$ cat config.mk
export PLATFORM = sky130hd
export DESIGN_NAME = wifi_mac_header_sniffer_top
export DESIGN_NICKNAME = d
export VERILOG_FILES = /design/src/rtl/core/wmhs_pkg.sv /design/src/rtl/core/wifi_mac_header_sniffer_top.sv /design/src/rtl/core/wmhs_frame_capture.sv /design/src/rtl/core/wmhs_record_build.sv
export SDC_FILE = /design/constraint.sdc
export NUM_CORES = 1
export LEC_CHECK = 0
export BUFFER_PORTS_ARGS = -buffer_cell sky130_fd_sc_hd__buf_2
export CAP_MARGIN = 10
export CELL_PAD_IN_SITES_DETAIL_PLACEMENT = 0
export CELL_PAD_IN_SITES_GLOBAL_PLACEMENT = 2
export CORE_ASPECT_RATIO = 0.8
export CORE_MARGIN = 3
export CORE_UTILIZATION = 40
export CTS_BUF_LIST = sky130_fd_sc_hd__clkbuf_16
export CTS_CLUSTER_DIAMETER = 120
export DETAILED_ROUTE_END_ITERATION = 6
export HOLD_SLACK_MARGIN = 0.15
export PLACE_DENSITY = 0.74
export SETUP_SLACK_MARGIN = 0.05
export SLEW_MARGIN = 0
export SYNTH_ARGS = -nofsm -noshare
export SYNTH_HDL_FRONTEND = slang
export SYNTH_SLANG_ARGS = --single-unit
$ cat constraint.sdc
create_clock -name clk -period 16.03 [get_ports clk]
set_input_delay 2.4045 -clock clk [delete_from_list [all_inputs] [get_ports clk]]
set_output_delay 2.4045 -clock clk [all_outputs]
set_load 0.02 [all_outputs]
$ cat src/rtl/core/wmhs_pkg.sv
package wmhs_pkg;

	// frame classes of the result record
	localparam logic [2:0] ClsUnknown   = 3'd0;
	localparam logic [2:0] ClsBeacon    = 3'd1;
	localparam logic [2:0] ClsProbeReq  = 3'd2;
	localparam logic [2:0] ClsProbeResp = 3'd3;
	localparam logic [2:0] ClsAction    = 3'd4;
	localparam logic [2:0] ClsMgmtOther = 3'd5;
	localparam logic [2:0] ClsControl   = 3'd6;
	localparam logic [2:0] ClsData      = 3'd7;

	// frame control type field
	localparam logic [1:0] KindMgmt    = 2'd0;
	localparam logic [1:0] KindControl = 2'd1;
	localparam logic [1:0] KindData    = 2'd2;
	localparam logic [1:0] KindExt     = 2'd3;

	// management subtypes of interest
	localparam logic [3:0] SubBeacon    = 4'd8;
	localparam logic [3:0] SubProbeReq  = 4'd4;
	localparam logic [3:0] SubProbeResp = 4'd5;
	localparam logic [3:0] SubAction    = 4'd13;

	// band codes
	localparam logic [1:0] BandNone = 2'd0;
	localparam logic [1:0] Band24   = 2'd1;
	localparam logic [1:0] Band5    = 2'd2;
	localparam logic [1:0] Band6    = 2'd3;

	// band edges and channel bases in MHz
	localparam logic [15:0] Freq24Lo   = 16'd2400;
	localparam logic [15:0] Freq24Base = 16'd2407;
	localparam logic [15:0] Freq24Hi   = 16'd2484;
	localparam logic [15:0] Freq5Lo    = 16'd5150;
	localparam logic [15:0] Freq5Base  = 16'd5000;
	localparam logic [15:0] Freq5Hi    = 16'd5895;
	localparam logic [15:0] Freq6Lo    = 16'd5925;
	localparam logic [15:0] Freq6Base  = 16'd5950;
	localparam logic [15:0] Freq6Hi   = 16'd7125;
	localparam logic [7:0]  ChanJapan  = 8'd14;

	// divide by 5 as multiply by ceil(2^16/5) then shift, exact for offsets below 2048
	localparam int          DiffW    = 11;
	localparam logic [13:0] Div5Mul  = 14'd13108;
	localparam int          Div5Shift = 16;

	// signal scaling limits, half-dB units
	localparam logic signed [9:0] RcpiOffset = 10'sd220;
	localparam logic signed [9:0] RcpiMax    = 10'sd220;
	localparam logic signed [9:0] RsniMax    = 10'sd255;

	// byte positions within the header
	localparam logic [4:0] PosFc0     = 5'd0;
	localparam logic [4:0] PosFc1     = 5'd1;
	localparam logic [4:0] PosAddr1Lo = 5'd4;
	localparam logic [4:0] PosAddr1Hi = 5'd9;
	localparam logic [4:0] PosAddr2Lo = 5'd10;
	localparam logic [4:0] PosAddr2Hi = 5'd15;
	localparam logic [4:0] PosAddr3Lo = 5'd16;
	localparam logic [4:0] PosAddr3Hi = 5'd21;
	localparam logic [4:0] PosActLo   = 5'd24;
	localparam logic [4:0] PosActHi   = 5'd26;
	localparam logic [4:0] PosMax     = 5'd31;

	// frame snapshot handed from capture to record build
	typedef struct packed {
		logic [15:0] ctrl;
		logic [47:0] addr1;
		logic [47:0] addr2;
		logic [47:0] addr3;
		logic [23:0] act;
		logic [15:0] freq;
		logic [8:0]  sig;
		logic [8:0]  noise;
		logic        len_ge2;
		logic        len_ge22;
		logic        len_ge27;
	} snap_t;

endpackage

$ cat src/rtl/core/wifi_mac_header_sniffer_top.sv
// 802.11 mac header sniffer: one frame word (byte) per cycle, one record per frame
// after the last word is accepted, the record passes the snapshot, stage 2 and output registers in turn
// throughput: one word per cycle sustained; frames may follow back to back
// input stalls only while a finished record is still held in the capture stage
// reset: arst_n asynchronous active low, clears position count and valid flags
module wifi_mac_header_sniffer_top import wmhs_pkg::*; (
	input  logic        clk,
	input  logic        arst_n,
	// byte channel, frequency and levels sampled on the first word of a frame
	input  logic        in_valid,
	output logic        in_stall,
	input  logic [7:0]  frame_byte,
	input  logic        last_byte,
	input  logic [15:0] channel_freq,
	input  logic [8:0]  signal_half_db,
	input  logic [8:0]  noise_half_db,
	// record channel
	output logic        out_valid,
	input  logic        out_stall,
	output logic [2:0]  frame_class,
	output logic [3:0]  sub_type,
	output logic [1:0]  ds_bits,
	output logic [47:0] first_address,
	output logic [47:0] second_address,
	output logic [47:0] third_address,
	output logic [23:0] action_fields,
	output logic [1:0]  present_flags,
	output logic [7:0]  channel_number,
	output logic [1:0]  band_code,
	output logic [7:0]  rcpi_value,
	output logic [7:0]  rsni_value
);

	// snapshot of a completed frame, handed between the two parts
	logic  valid_s1;
	logic  take_s1;
	snap_t snap_s1;

	// position counter and header field capture; loads a snapshot on the last word
	wmhs_frame_capture u_capture (
		.clk            (clk),
		.arst_n         (arst_n),
		.in_valid       (in_valid),
		.in_stall       (in_stall),
		.frame_byte     (frame_byte),
		.last_byte      (last_byte),
		.channel_freq   (channel_freq),
		.signal_half_db (signal_half_db),
		.noise_half_db  (noise_half_db),
		.take_s1        (take_s1),
		.valid_s1       (valid_s1),
		.snap_s1        (snap_s1)
	);

	// frame class decode, band and channel, rcpi/rsni clamps, then output register
	wmhs_record_build u_build (
		.clk            (clk),
		.arst_n         (arst_n),
		.valid_s1       (valid_s1),
		.snap_s1        (snap_s1),
		.take_s1        (take_s1),
		.out_valid      (out_valid),
		.out_stall      (out_stall),
		.frame_class    (frame_class),
		.sub_type       (sub_type),
		.ds_bits        (ds_bits),
		.first_address  (first_address),
		.second_address (second_address),
		.third_address  (third_address),
		.action_fields  (action_fields),
		.present_flags  (present_flags),
		.channel_number (channel_number),
		.band_code      (band_code),
		.rcpi_value     (rcpi_value),
		.rsni_value     (rsni_value)
	);

endmodule

$ cat src/rtl/core/wmhs_frame_capture.sv
module wmhs_frame_capture import wmhs_pkg::*; (
	input  logic        clk,
	input  logic        arst_n,
	input  logic        in_valid,
	output logic        in_stall,
	input  logic [7:0]  frame_byte,
	input  logic        last_byte,
	input  logic [15:0] channel_freq,
	input  logic [8:0]  signal_half_db,
	input  logic [8:0]  noise_half_db,
	input  logic        take_s1,
	output logic        valid_s1,
	output snap_t       snap_s1
);

	logic [4:0]  pos_q;
	logic [15:0] ctrl_q;
	logic [47:0] addr1_q, addr2_q, addr3_q;
	logic [23:0] act_q;
	logic [15:0] freq_q;
	logic [8:0]  sig_q, noise_q;

	logic        accept;
	logic        first;
	logic [15:0] ctrl_n;
	logic [47:0] addr1_n, addr2_n, addr3_n;
	logic [23:0] act_n;
	logic [15:0] freq_n;
	logic [8:0]  sig_n, noise_n;
	logic [4:0]  pos_n;

	assign in_stall = valid_s1 && !take_s1;
	assign accept   = in_valid && !in_stall;
	assign first    = (pos_q == PosFc0);

	// next state after folding in the current byte; first byte clears the frame
	always_comb begin
		ctrl_n  = first ? 16'h0000 : ctrl_q;
		addr1_n = first ? 48'h0 : addr1_q;
		addr2_n = first ? 48'h0 : addr2_q;
		addr3_n = first ? 48'h0 : addr3_q;
		act_n   = first ? 24'h0 : act_q;
		freq_n  = first ? channel_freq : freq_q;
		sig_n   = first ? signal_half_db : sig_q;
		noise_n = first ? noise_half_db : noise_q;
		if (pos_q == PosFc0) begin
			ctrl_n = {8'h00, frame_byte};
		end else if (pos_q == PosFc1) begin
			ctrl_n = {frame_byte, ctrl_q[7:0]};
		end
		if (pos_q >= PosAddr1Lo && pos_q <= PosAddr1Hi) begin
			addr1_n = {addr1_q[39:0], frame_byte};
		end
		if (pos_q >= PosAddr2Lo && pos_q <= PosAddr2Hi) begin
			addr2_n = {addr2_q[39:0], frame_byte};
		end
		if (pos_q >= PosAddr3Lo && pos_q <= PosAddr3Hi) begin
			addr3_n = {addr3_q[39:0], frame_byte};
		end
		if (pos_q >= PosActLo && pos_q <= PosActHi) begin
			act_n = {act_q[15:0], frame_byte};
		end
		if (last_byte) begin
			pos_n = PosFc0;
		end else if (pos_q != PosMax) begin
			pos_n = pos_q + 5'd1;
		end else begin
			pos_n = pos_q;
		end
	end

	always_ff @(posedge clk or negedge arst_n) begin
		if (!arst_n) begin
			pos_q    <= PosFc0;
			valid_s1 <= 1'b0;
		end else begin
			if (accept) begin
				pos_q <= pos_n;
			end
			if (accept && last_byte) begin
				valid_s1 <= 1'b1;
			end else if (take_s1) begin
				valid_s1 <= 1'b0;
			end
		end
	end

	always_ff @(posedge clk) begin
		if (accept) begin
			ctrl_q  <= ctrl_n;
			addr1_q <= addr1_n;
			addr2_q <= addr2_n;
			addr3_q <= addr3_n;
			act_q   <= act_n;
			freq_q  <= freq_n;
			sig_q   <= sig_n;
			noise_q <= noise_n;
		end
		if (accept && last_byte) begin
			snap_s1.ctrl     <= ctrl_n;
			snap_s1.addr1    <= addr1_n;
			snap_s1.addr2    <= addr2_n;
			snap_s1.addr3    <= addr3_n;
			snap_s1.act      <= act_n;
			snap_s1.freq     <= freq_n;
			snap_s1.sig      <= sig_n;
			snap_s1.noise    <= noise_n;
			snap_s1.len_ge2  <= (pos_q >= PosFc1);
			snap_s1.len_ge22 <= (pos_q >= PosAddr3Hi);
			snap_s1.len_ge27 <= (pos_q >= PosActHi);
		end
	end

	a_pos_restart: assert property (@(posedge clk) disable iff (!arst_n)
		(accept && last_byte) |=> (pos_q == PosFc0))
		else $error("byte position not cleared after last word");

	a_snap_loaded: assert property (@(posedge clk) disable iff (!arst_n)
		(accept && last_byte) |=> valid_s1)
		else $error("last word did not load a snapshot");

	a_stall_cause: assert property (@(posedge clk) disable iff (!arst_n)
		in_stall |-> (valid_s1 && !take_s1))
		else $error("input stalled with free snapshot stage");

endmodule

$ cat src/rtl/core/wmhs_record_build.sv
module wmhs_record_build import wmhs_pkg::*; (
	input  logic        clk,
	input  logic        arst_n,
	input  logic        valid_s1,
	input  snap_t       snap_s1,
	output logic        take_s1,
	output logic        out_valid,
	input  logic        out_stall,
	output logic [2:0]  frame_class,
	output logic [3:0]  sub_type,
	output logic [1:0]  ds_bits,
	output logic [47:0] first_address,
	output logic [47:0] second_address,
	output logic [47:0] third_address,
	output logic [23:0] action_fields,
	output logic [1:0]  present_flags,
	output logic [7:0]  channel_number,
	output logic [1:0]  band_code,
	output logic [7:0]  rcpi_value,
	output logic [7:0]  rsni_value
);

	// stage 2: decoded record, channel offset not yet divided
	logic             valid_s2;
	logic [2:0]       cls_s2;
	logic [3:0]       sub_s2;
	logic [1:0]       ds_s2;
	logic [47:0]      addr1_s2, addr2_s2, addr3_s2;
	logic [23:0]      act_s2;
	logic [1:0]       flags_s2;
	logic [1:0]       band_s2;
	logic [DiffW-1:0] diff_s2;
	logic             div_s2;
	logic [7:0]       chan_fix_s2;
	logic [7:0]       rcpi_s2, rsni_s2;

	logic             out_free, s2_free;

	logic [2:0]       cls_c;
	logic [3:0]       sub_c;
	logic [1:0]       ds_c;
	logic             addr_ok, act_ok;
	logic [1:0]       band_c;
	logic [15:0]      diff_c;
	logic             div_c;
	logic [7:0]       chan_fix_c;
	logic signed [9:0] sig_x, noise_x, rcpi_sum, rsni_sum;
	logic [7:0]       rcpi_c, rsni_c;
	logic [24:0]      prod;

	assign out_free = !out_valid || !out_stall;
	assign s2_free  = !valid_s2 || out_free;
	assign take_s1  = valid_s1 && s2_free;

	// frame control decode
	always_comb begin
		cls_c = ClsUnknown;
		sub_c = 4'd0;
		ds_c  = 2'd0;
		if (snap_s1.len_ge2) begin
			sub_c = snap_s1.ctrl[7:4];
			ds_c  = snap_s1.ctrl[9:8];
			unique case (snap_s1.ctrl[3:2])
				KindMgmt: begin
					priority if (sub_c == SubBeacon)    cls_c = ClsBeacon;
					else if (sub_c == SubProbeReq)      cls_c = ClsProbeReq;
					else if (sub_c == SubProbeResp)     cls_c = ClsProbeResp;
					else if (sub_c == SubAction)        cls_c = ClsAction;
					else                                cls_c = ClsMgmtOther;
				end
				KindControl: cls_c = ClsControl;
				KindData:    cls_c = ClsData;
				KindExt:     cls_c = ClsUnknown;
			endcase
		end
		addr_ok = snap_s1.len_ge22;
		act_ok  = (cls_c == ClsAction) && snap_s1.len_ge27;
	end

	// band select and channel offset
	always_comb begin
		band_c     = BandNone;
		diff_c     = 16'd0;
		div_c      = 1'b0;
		chan_fix_c = 8'd0;
		priority if (snap_s1.freq >= Freq24Lo && snap_s1.freq <= Freq24Hi) begin
			band_c = Band24;
			if (snap_s1.freq == Freq24Hi) begin
				chan_fix_c = ChanJapan;
			end else if (snap_s1.freq >= Freq24Base) begin
				div_c  = 1'b1;
				diff_c = snap_s1.freq - Freq24Base;
			end
		end else if (snap_s1.freq >= Freq5Lo && snap_s1.freq <= Freq5Hi) begin
			band_c = Band5;
			div_c  = 1'b1;
			diff_c = snap_s1.freq - Freq5Base;
		end else if (snap_s1.freq >= Freq6Lo && snap_s1.freq <= Freq6Hi) begin
			band_c = Band6;
			if (snap_s1.freq >= Freq6Base) begin
				div_c  = 1'b1;
				diff_c = snap_s1.freq - Freq6Base;
			end
		end else begin
			band_c = BandNone;
		end
	end

	// rcpi and rsni with clamping
	always_comb begin
		sig_x    = $signed({snap_s1.sig[8], snap_s1.sig});
		noise_x  = $signed({snap_s1.noise[8], snap_s1.noise});
		rcpi_sum = sig_x + RcpiOffset;
		rsni_sum = sig_x - noise_x;
		priority if (rcpi_sum < 10'sd0)  rcpi_c = 8'd0;
		else if (rcpi_sum > RcpiMax)     rcpi_c = RcpiMax[7:0];
		else                             rcpi_c = rcpi_sum[7:0];
		priority if (rsni_sum < 10'sd0)  rsni_c = 8'd0;
		else if (rsni_sum > RsniMax)     rsni_c = RsniMax[7:0];
		else                             rsni_c = rsni_sum[7:0];
	end

	always_ff @(posedge clk or negedge arst_n) begin
		if (!arst_n) begin
			valid_s2  <= 1'b0;
			out_valid <= 1'b0;
		end else begin
			if (s2_free) begin
				valid_s2 <= valid_s1;
			end
			if (out_free) begin
				out_valid <= valid_s2;
			end
		end
	end

	always_ff @(posedge clk) begin
		if (take_s1) begin
			cls_s2      <= cls_c;
			sub_s2      <= sub_c;
			ds_s2       <= ds_c;
			addr1_s2    <= addr_ok ? snap_s1.addr1 : 48'h0;
			addr2_s2    <= addr_ok ? snap_s1.addr2 : 48'h0;
			addr3_s2    <= addr_ok ? snap_s1.addr3 : 48'h0;
			act_s2      <= act_ok ? snap_s1.act : 24'h0;
			flags_s2    <= {act_ok, addr_ok};
			band_s2     <= band_c;
			diff_s2     <= diff_c[DiffW-1:0];
			div_s2      <= div_c;
			chan_fix_s2 <= chan_fix_c;
			rcpi_s2     <= rcpi_c;
			rsni_s2     <= rsni_c;
		end
	end

	// offset / 5 by reciprocal multiply
	assign prod = 25'(diff_s2) * 25'(Div5Mul);

	always_ff @(posedge clk) begin
		if (out_free && valid_s2) begin
			frame_class    <= cls_s2;
			sub_type       <= sub_s2;
			ds_bits        <= ds_s2;
			first_address  <= addr1_s2;
			second_address <= addr2_s2;
			third_address  <= addr3_s2;
			action_fields  <= act_s2;
			present_flags  <= flags_s2;
			channel_number <= div_s2 ? prod[Div5Shift+7:Div5Shift] : chan_fix_s2;
			band_code      <= band_s2;
			rcpi_value     <= rcpi_s2;
			rsni_value     <= rsni_s2;
		end
	end

	a_rcpi_range: assert property (@(posedge clk) disable iff (!arst_n)
		out_valid |-> (rcpi_value <= RcpiMax[7:0]))
		else $error("rcpi above ceiling");

	a_action_class: assert property (@(posedge clk) disable iff (!arst_n)
		(out_valid && present_flags[1]) |-> (frame_class == ClsAction))
		else $error("action fields flagged on non-action frame");

	a_addr_zero: assert property (@(posedge clk) disable iff (!arst_n)
		(out_valid && !present_flags[0]) |->
		(first_address == 48'h0 && second_address == 48'h0 && third_address == 48'h0))
		else $error("absent addresses not zero");

endmodule

== Word-level counts from Yosys, hierarchy flattened ==
Cells that the tools add are included.
Storage, ports and cells
  word-level logic and storage cells: 158
  register bits after elaboration: 863
Cells by class
  add/subtract/negate cells: 6
  muxes and demuxes: 41
  multipliers: 1
  order comparisons: 23
  equal/unequal tests: 11
  reductions and logical operators: 26
Operators with widths (count)
  $mux W48: 6
  $mux W11: 6
  $ge A16 B13 Y1 const B: 3
  $mux W16: 3
  $mux W24: 2
  $ge A16 B12 Y1 const B: 2
  $le A16 B13 Y1 const B: 2
  $mux W8: 3
  $mul A11 B12 Y22 const B: 1
  $ge A5 B5 Y1 const B: 4
  $gt A10 B9 Y1 const B: 2
  $lt A10 B1 Y1 const B: 2
  $mux W9: 2
  $eq A16 B12 Y1 const B: 1
  $le A16 B12 Y1 const B: 1
  $logic_and A1 B1 Y1: 13
  $mux W3: 4
  $pmux W3 S4: 1
  $sub A11 B10 Y11 const B: 1
  $sub A11 B11 Y11 const B: 1
  $sub A11 B9 Y11 const B: 1
  $add A9 B9 Y10 const B: 1
  $le A5 B4 Y1 const B: 2
  $le A5 B5 Y1 const B: 2
  23 further kinds: 42

== Logic depth before layout (Yosys ltp) ==
  depth in word-level cells: 10
  gate-level depth with buffers: 18
  depth with buffers taken out: 18

== Hierarchy ==
A second synthesis with hierarchy kept.
Unflattened totals
  cell total of the unflattened synthesis: 2478
  area, all modules: 36866.6 um^2
Modules (own cells, without submodules)
  wmhs_frame_capture: times used 1, area an instance 19174.6 um^2, sequential area each 13332.8 um^2, cells an instance 1352
  wmhs_record_build: times used 1, area an instance 17692.0 um^2, sequential area each 12512.0 um^2, cells an instance 1126

== Worst setup path before layout ==
OpenSTA, ideal clock, no wires.
  kind: input port to flip-flop
  from: in out_stall
  to: reg u_build.action_fields[0] (enable)
  setup time: 1.085 ns
  setup slack: -2.176 ns
  buffers on the path: 0
  stages: 1
  data arrival time: 17.120 ns
  path through: a21boi_0
Between the ends
  cells in the longest elaborated chain, start to end: 3
RTL lines
  start, declared: line wifi_mac_header_sniffer_top.sv:19  | input logic out_stall,
  $logic_not A1 Y1: line wmhs_record_build.sv:51  | assign out_free = !out_valid || !out_stall;
  $logic_or A1 B1 Y1: line wmhs_record_build.sv:51
  $logic_and A1 B1 Y1: line wmhs_record_build.sv:160  | if (out_free && valid_s2) begin
  end signal, assigned: line wmhs_record_build.sv:167  | action_fields <= act_s2;
  end, declared: line wmhs_record_build.sv:15  | output logic [23:0] action_fields,
Every way passes these cells.
A chain may end at the register's enable or synchronous reset.

== Final worst setup path ==
  from: in out_stall
  to: out in_stall
Between the ends
  cells in the longest elaborated chain, start to end: 6
RTL lines
  $logic_not A1 Y1: line wmhs_record_build.sv:51
  $logic_or A1 B1 Y1: line wmhs_record_build.sv:51
  $logic_or A1 B1 Y1: line wmhs_record_build.sv:52  | assign s2_free = !valid_s2 || out_free;
  $logic_and A1 B1 Y1: line wmhs_record_build.sv:53  | assign take_s1 = valid_s1 && s2_free;
  $logic_not A1 Y1: line wmhs_frame_capture.sv:32  | assign in_stall = valid_s1 && !take_s1;
  $logic_and A1 B1 Y1: line wmhs_frame_capture.sv:32
  end, declared: line wifi_mac_header_sniffer_top.sv:11  | output logic in_stall,
Every way passes these cells.

==> run summary <==
=================================================================================================
DP Area                                                                                 36100 um2
Remaining antenna violation count                                                               0
Overall global routing resource usage                                                       15.7%
Total power consumption of the routed design                                              5.49 mW
Count of state elements after synthesis                                                       846
Average wire length per cell after detail routing                                         19.1 um
Resized Gates After CTS                                                                         0
Pin count of the biggest net entering global routing                                          119
Max-Cap Viols                                                                                   0
Max Root-Sink Buffers                                                                           3
Vias in the first global route                                                              18200
Worst slack on hold paths                                                                  411 ps
GR Overflow Total                                                                               0
H-tree levels                                                                                   3
Placement Rows                                                                                 94
Top-area cell type share of the netlist area                                                74.9%
Post CTS Setup Buffer Count                                                                     0
Count of hold buffers inserted by post-cts repair                                               0
Number of hold violations in the final report                                                   0
DIE AREA                                                                                87500 um2
Critical path required time                                                              13630 ps
Final setup margin                                                                       10670 ps
HPWL reported at the end of detailed placement                                           43600 um
Hold crit path type                                                                  register to register
Crit-path max cell delay                                                                   170 ps
Largest area contributor in the synthesized netlist                                      edfxtp_1
Initial antenna violation count                                                                 4
Register with the most flip-flops                                                    u_capture.snap_s1
Maximum achievable frequency                                                            0.187 GHz
Number of distinct library cell variants in the gate-level netlist after synthesis             68
Total vias in the final route                                                               18000
Yosys Warn Count                                                                                0
DRC violation total after the first TritonRoute iteration                                    1281
Power density relative to cell area                                                    141 nW/um2
Main synth FF type                                                                       edfxtp_1
Area of all placed cells without fillers                                                38900 um2
Net Count, Synth                                                                             2344
Core area                                                                               82700 um2
TritonCTS Buffers                                                                              85
Ranking of synthesized cells by area                                                 edfxtp_1 (75%), nand2_1 (3.7%), ha_1 (3.4%)
Most frequent CP cell                                                                       buf_2
TNS Setup                                                                                    0 ps
Critical Path Fanout Max                                                                        4
Die span in y                                                                              265 um
Most frequent cells after synthesis                                                  edfxtp_1 (838), nand2_1 (335), and2_1 (180)
Horizontal die dimension                                                                   330 um
Port Buf Inserts                                                                              253
Average cell area after synthesis                                                        15.5 um2
Worst-case vdd ir drop                                                                  0.0777 mV
Area added between synthesis and finish                                                     15.7%
CTS tree                                                                                     done
Starting density of the core                                                                40.6%
Synthesized netlist cell count                                                               2173
Leak pwr                                                                                  14.9 nW
Number of flip-flops under the largest register name                                          213
Library cell with the highest instance count after synthesis                             edfxtp_1
Vias per inst                                                                                4.96
Final-report max-slew violation count                                                           0
Largest clock skew in the final design                                                    21.6 ps
Total I/O pin count                                                                           254
Worst-case setup slack after placement                                                   10680 ps
Total wire length after detailed routing                                                 69200 um
Final setup violating endpoints                                                                 0
CP cell instances                                                                    buf_2 > nand4_1 > inv_1 > buf_2
Clock network latency to the later pin of the worst-skew pair                              640 ps
Number of nets in the layout                                                                 2617
Sequential cell area fraction in the yosys report                                           75.5%
Global-route wire length before repair                                                  107000 um
Run status                                                                           complete, no violations
Critical Setup Path Class                                                            input pin to primary output
Post-synth EDFFs                                                                              838
Share of post-route cells with drive strength above 1                                       18.7%
Setup repair after global routing missed its margin                                            no
Final cell count without fillers                                                             3623
Number of DRC violations after detailed routing                                                 0
Max_slew headroom                                                                           21.6%
Area of the mapped netlist                                                              33600 um2
Master of the slowest instance on the critical path                                       nand4_1
Clock slew at the register clock pins of the worst setup and hold paths                     60 ps
Part of the cycle the worst path needs                                                      33.4%
Routability congestion estimate                                                             0.795
Clock Sinks                                                                                   846
Crit. End Element                                                                    primary output
Number of search-and-repair iterations in the first detailed-routing pass                       5
Root Buffer                                                                             clkbuf_16
Worst endpoint data arrival time                                                          2960 ps
Placed cell count                                                                            3462
Launching element type of the critical path                                             input pin
Period minus WS final                                                                     5360 ps
Share of flip-flops with an asynchronous set or reset                                      0.946%
Worst-Margin Slew                                                                         1180 ps
Post-layout util                                                                            47.0%
=================================================================================================
[metal layers]
metal / vias up / track usage [%] / wire, um
li1: 8476 / - / -
met1: 8971 / 22.5 / 32200
met2: 422 / 24.5 / 32000
met3: 98 / 2.78 / 3330
met4: 0 / 4.76 / 1680
met5: - / 0 / 0
[final cells by class]
cell class | count | area, um2
Multi-Input combinational cell | 1139 | 7540
Fill cell | 7194 | 43800
Inverter | 103 | 394
Timing Repair Buffer | 271 | 1410
Tap cell | 1104 | 1380
Sequential cell | 846 | 25400
Clock inverter | 74 | 641
Clock buffer | 85 | 2130
Antenna cell | 1 | 2.50
[layout by cell type (no fill, tap or decap), types with 5 or more instances in the layout]
master / synthesis / final
nor2b_1: 14 / 14
nand4_1: 5 / 5
clkinv_2: 0 / 19
or3_1: 6 / 6
mux2_2: 42 / 42
and2_1: 180 / 179
a22o_1: 25 / 25
a21o_1: 7 / 7
buf_4: 0 / 17
ha_1: 92 / 92
dfrtp_1: 8 / 8
nor3_1: 17 / 17
clkinvlp_4: 0 / 6
o21ai_0: 30 / 29
clkbuf_16: 0 / 85
clkinv_1: 0 / 20
nand2_1: 335 / 334
a211oi_1: 6 / 6
xnor2_1: 13 / 13
a21oi_1: 38 / 37
edfxtp_1: 838 / 838
nand2b_1: 12 / 12
nor2_1: 28 / 28
fa_1: 32 / 32
inv_1: 103 / 114
buf_2: 21 / 253
nand3_1: 158 / 157
xor2_1: 11 / 11
a31oi_1: 12 / 12
bufinv_16: 0 / 9
[kinds of logic (layout without fill, tap and decap cells)]
group / count (synthesis) / in the layout / share of synthesized area [%]
AO/OA/AOI/OAI: 164 / 164 / 3.38
XOR/XNOR: 24 / 24 / 0.626
adder cells (fa/ha/maj): 124 / 124 / 5.34
buffers and inverters: 188 / 533 / 2.22
flip-flops: 846 / 846 / 75.5
multiplexers: 46 / 46 / 1.54
other: 0 / 1 / 0
AND/OR/NAND/NOR: 781 / 781 / 11.4
[where the power goes]
group	total [mW]	internal, mW	switching (mW)
Combinational	0.760	0.273	0.487
Clock	1.96	1.12	0.836
Sequential	2.78	2.70	0.0801
[worst max-delay path: cells and delay by family]
| kind | cells | cell delay [ps] |
|---|---|---|
| buffers and inverters | 3 | 390 |
| and+or+nand+nor | 1 | 170 |
[final timing paths]
path / start / endpoint / slack, ps / depth (start not counted)
min in group asynchronous: arst_n / u_build.out_valid / 1620 / 1
setup reg to reg: u_build.diff_s2[5] / u_build.channel_number[4] / 11150 / 14
max in group asynchronous: arst_n / u_capture.pos_q[4] / 14240 / 1
hold / removal: u_build.act_s2[0] / u_build.action_fields[0] / 410 / 0
setup / recovery: out_stall / in_stall / 10670 / 4
hold reg to reg: u_build.act_s2[0] / u_build.action_fields[0] / 410 / 0
(Power assumes the default switching activity.)
